## config.mk

```make
export PLATFORM = sky130hd
export DESIGN_NAME = nhpt_ram
export DESIGN_NICKNAME = d
export VERILOG_FILES = /design/src/hdl/nhpt_ram.sv
export SDC_FILE = /design/constraint.sdc
export NUM_CORES = 2
export LEC_CHECK = 0
export BUFFER_PORTS_ARGS = -buffer_cell sky130_fd_sc_hd__buf_2
export CORE_MARGIN = 2
export CORE_UTILIZATION = 40
export DETAILED_ROUTE_END_ITERATION = 8
export GPL_ROUTABILITY_DRIVEN = 0
export PLACE_DENSITY = 0.66
export SLEW_MARGIN = 20
export SYNTH_ARGS = -nofsm -noshare
export SYNTH_HDL_FRONTEND = slang
export SYNTH_SLANG_ARGS = --single-unit
```

## constraint.sdc

```tcl
create_clock -name clk -period 4.2 [get_ports clk]
set_clock_uncertainty 0.1 [all_clocks]
set_input_delay 0.84 -clock clk [delete_from_list [all_inputs] [get_ports clk]]
set_output_delay 0.84 -clock clk [all_outputs]
set_load 0.1 [all_outputs]
```

## src/hdl/nhpt_ram.sv

```systemverilog
// Generic single-write, single-read RAM with registered read data.
module nhpt_ram #(
  parameter int WIDTH = 8,
  parameter int DEPTH = 256
) (
  input  logic                     clk,
  input  logic                     we,
  input  logic [$clog2(DEPTH)-1:0] waddr,
  input  logic [WIDTH-1:0]         wdata,
  input  logic                     re,
  input  logic [$clog2(DEPTH)-1:0] raddr,
  output logic [WIDTH-1:0]         rdata
);

  logic [WIDTH-1:0] mem [DEPTH];

  always_ff @(posedge clk) begin
    if (we) begin
      mem[waddr] <= wdata;
    end
    if (re) begin
      rdata <= mem[raddr];
    end
  end

endmodule

```

==> impl_results.md <==
- Crit Path Class: in -> reg
- Setup Buffers After CTS: 0
- Root buffer cell: clkbuf_16
- CP max stage cell: nor4_1
- Sequential cell area fraction in the yosys report: 0.775
- Slew of the pin with the lowest slew margin: 1.16 ns
- TritonCTS clock tree: done
- Initial antenna violation count: 9
- Hold Crit Class: in -> reg
- Hold WS: 0.327 ns
- Cts repair resizes: 0
- Max_cap viols: 0
- Routed Antenna Nets: 0
- Post-synth top cells: edfxtp_1, mux4_2, nor2_1, mux2i_1, a22oi_1
- Place WS: -0.147 ns
- Warnings from Yosys: 0
- Min Tclk post-route: 3.59 ns
- Vias in the first global route: 39700
- Via Count: 39400
- Post-synth EDFFs: 2056
- Status: finished clean
- Startpoint type of the worst setup path: input port
- Synthesized area: 79600 um2
- DP Cell Count: 6526
- Num rows: 163
- TritonCTS Buffers: 199
- Layout cell share with drive strength beyond 1: 0.269
- First-pass GRT wire length: 284 mm
- Final std cells w/o fill: 6895
- Max Slew Vio Count: 0
- Area contributors post-synth: edfxtp_1, mux4_2, mux2i_1
- DR vias/cell: 5.71
- CTS Hold Bufs: 0
- GRT Residual Overflow: 0
- Post-Syn Instances: 3733
- Netlist cell types: 54
- Area added between synthesis and finish: 14.7%
- Crit. End Element: flip-flop
- Final Hold Viols: 0
- Post-Route WL: 197 mm
- Slack of the critical path: 0.605 ns
- Synth Net Count: 3760
- Leading area contributor after synthesis: edfxtp_1
- Setup TNS: 0 ns
- RSZ-0062 raised after global routing: no
- Clk_lat worst skew: 0.86 ns
- Most used DFF post-synth: edfxtp_1
- Top-Level Pins: 35
- Critical path, cell by cell: buf_8 -> buf_12 -> buf_12 -> mux4_2 -> o221ai_1 -> nor2_1 -> nor4_1 -> nor4_1
- Die H: 450 um
- PortBufs: 34
- Crit Path Max Fanout: 29
- Nets@finish: 4114
- Dpl hpwl: 124 mm
- Sink Count: 2056
- Crit-path max cell delay: 0.78 ns
- Core ar.: 198000 um2
- P per Cell Area: 463 nW/um2
- Initial Util: 0.403
- Arrival time worst endpoint: 4.06 ns
- Final-report setup violation count: 0
- Slew HR: 0.221
- Tcrit/Tclk final: 0.856
- Largest net degree at the start of global routing: 129
- Clk buf depth: 3
- First-iteration detailed-routing DRC count: 4636
- Synthesized flop and latch total: 2056
- CP required: 4.66 ns
- Most common cell in the synthesized netlist: edfxtp_1
- Filler instances: 16100
- Leakage power: 28.5 nW
- Post-synth top area share: 0.775
- Async SR Flop Fraction: 0
- R2R setup slack: 1.32 ns
- Synthesized area per cell: 21.3 um2
- Drt wl/cell: 28.5 um
- DR pass1 iterations: 5
- Worst vdd ir: 0.447 mV
- Width of the die: 450 um
- Die area: 203000 um2
- Highest clock rate: 278 MHz
- H-tree depth: 4
- DRC errors left: 0
- GRT Util Overall: 0.192
- Worst-path clk slew: 0.06 ns
-- logic make-up (layout without fill, tap and decap cells) --
family | after synthesis | after routing | synth area share
AND/OR/NAND/NOR | 466 | 466 | 0.0263
AO/OA/AOI/OAI | 385 | 385 | 0.0342
buffers and inverters | 235 | 750 | 0.0183
other | 0 | 7 | 0
multiplexers | 591 | 591 | 0.146
flip-flops | 2056 | 2056 | 0.775
-- final cells by class --
| cell class | count | area [um2] | area share |
|---|---|---|---|
| inverter | 2 | 7.51 | 0.0000822 |
| clock buffer | 247 | 5180 | 0.0567 |
| timing repair buffer | 386 | 3420 | 0.0374 |
| clock inverter | 115 | 1170 | 0.0129 |
| sequential | 2056 | 61700 | 0.676 |
| antenna | 7 | 17.5 | 0.000192 |
| multi-input combinational | 1442 | 16500 | 0.181 |
| tap | 2640 | 3300 | 0.0362 |
-- registers in the layout (all words and copies together) (netlist names) --
signal,cells
rdata,8
mem,2048
-- power breakdown --
part	total (W)	leakage [nW]	switching, W	internal [W]
registers	0.0226	18.5	0.0000217	0.0226
logic	0.00218	6.93	0.00142	0.000767
clock network	0.0174	3.09	0.00770	0.00974
-- through the flow --
step / util / total power, W / cell area [um2]
after global routing: 0.462 / 0.0433 / 91300
after global placement: 0.430 / 0.0252 / 85000
after CTS: 0.462 / 0.0425 / 91300
after floorplan: - / 0.0242 / 79600
after detailed placement: 0.430 / 0.0253 / 85000
final: 0.462 / 0.0423 / 91300
-- placed cells by master (no fill, tap or decap), types with 7 or more instances in the layout --
cell / n
a211oi_1: 16
a21oi_1: 96
a221oi_1: 13
a22o_1: 8
a22oi_1: 133
buf_12: 40
buf_2: 22
buf_4: 314
buf_8: 8
bufinv_16: 15
clkbuf_1: 47
clkbuf_16: 200
clkinv_1: 35
clkinv_2: 38
clkinvlp_4: 8
diode_2: 7
edfxtp_1: 2056
mux2i_1: 134
mux4_2: 454
nand2_1: 33
nand2b_1: 8
nand3_1: 34
nand4_1: 10
nor2_1: 279
nor2b_1: 28
nor3_1: 22
nor4_1: 21
o211ai_1: 10
o21ai_0: 10
o221ai_1: 46
o22ai_1: 28
-- worst max-delay path, delay by kind of cell --
| family | cells | cell delay [ns] |
|---|---|---|
| AO/OA/AOI/OAI | 1 | 0.61 |
| buffers and inverters | 3 | 0.89 |
| multiplexers | 1 | 0.56 |
| AND/OR/NAND/NOR | 3 | 1.03 |
-- routing by layer --
layer | GRT usage | part of all wire | vias to the layer above
met5 | 0 | 0.000066 | -
met4 | 0.0581 | 0.029 | 2
met3 | 0.0392 | 0.089 | 311
met2 | 0.310 | 0.49 | 1835
met1 | 0.264 | 0.39 | 20900
li1 | - | - | 16400
-- worst paths after layout --
check	from	to	cells after the start
setup reg to reg	mem[91][1]	rdata[1]	5
hold reg to reg	mem[33][5]	rdata[5]	7
hold / removal	re	rdata[6]	1
setup / recovery	raddr[0]	rdata[1]	8
Power figures use the tool's default switching activity.
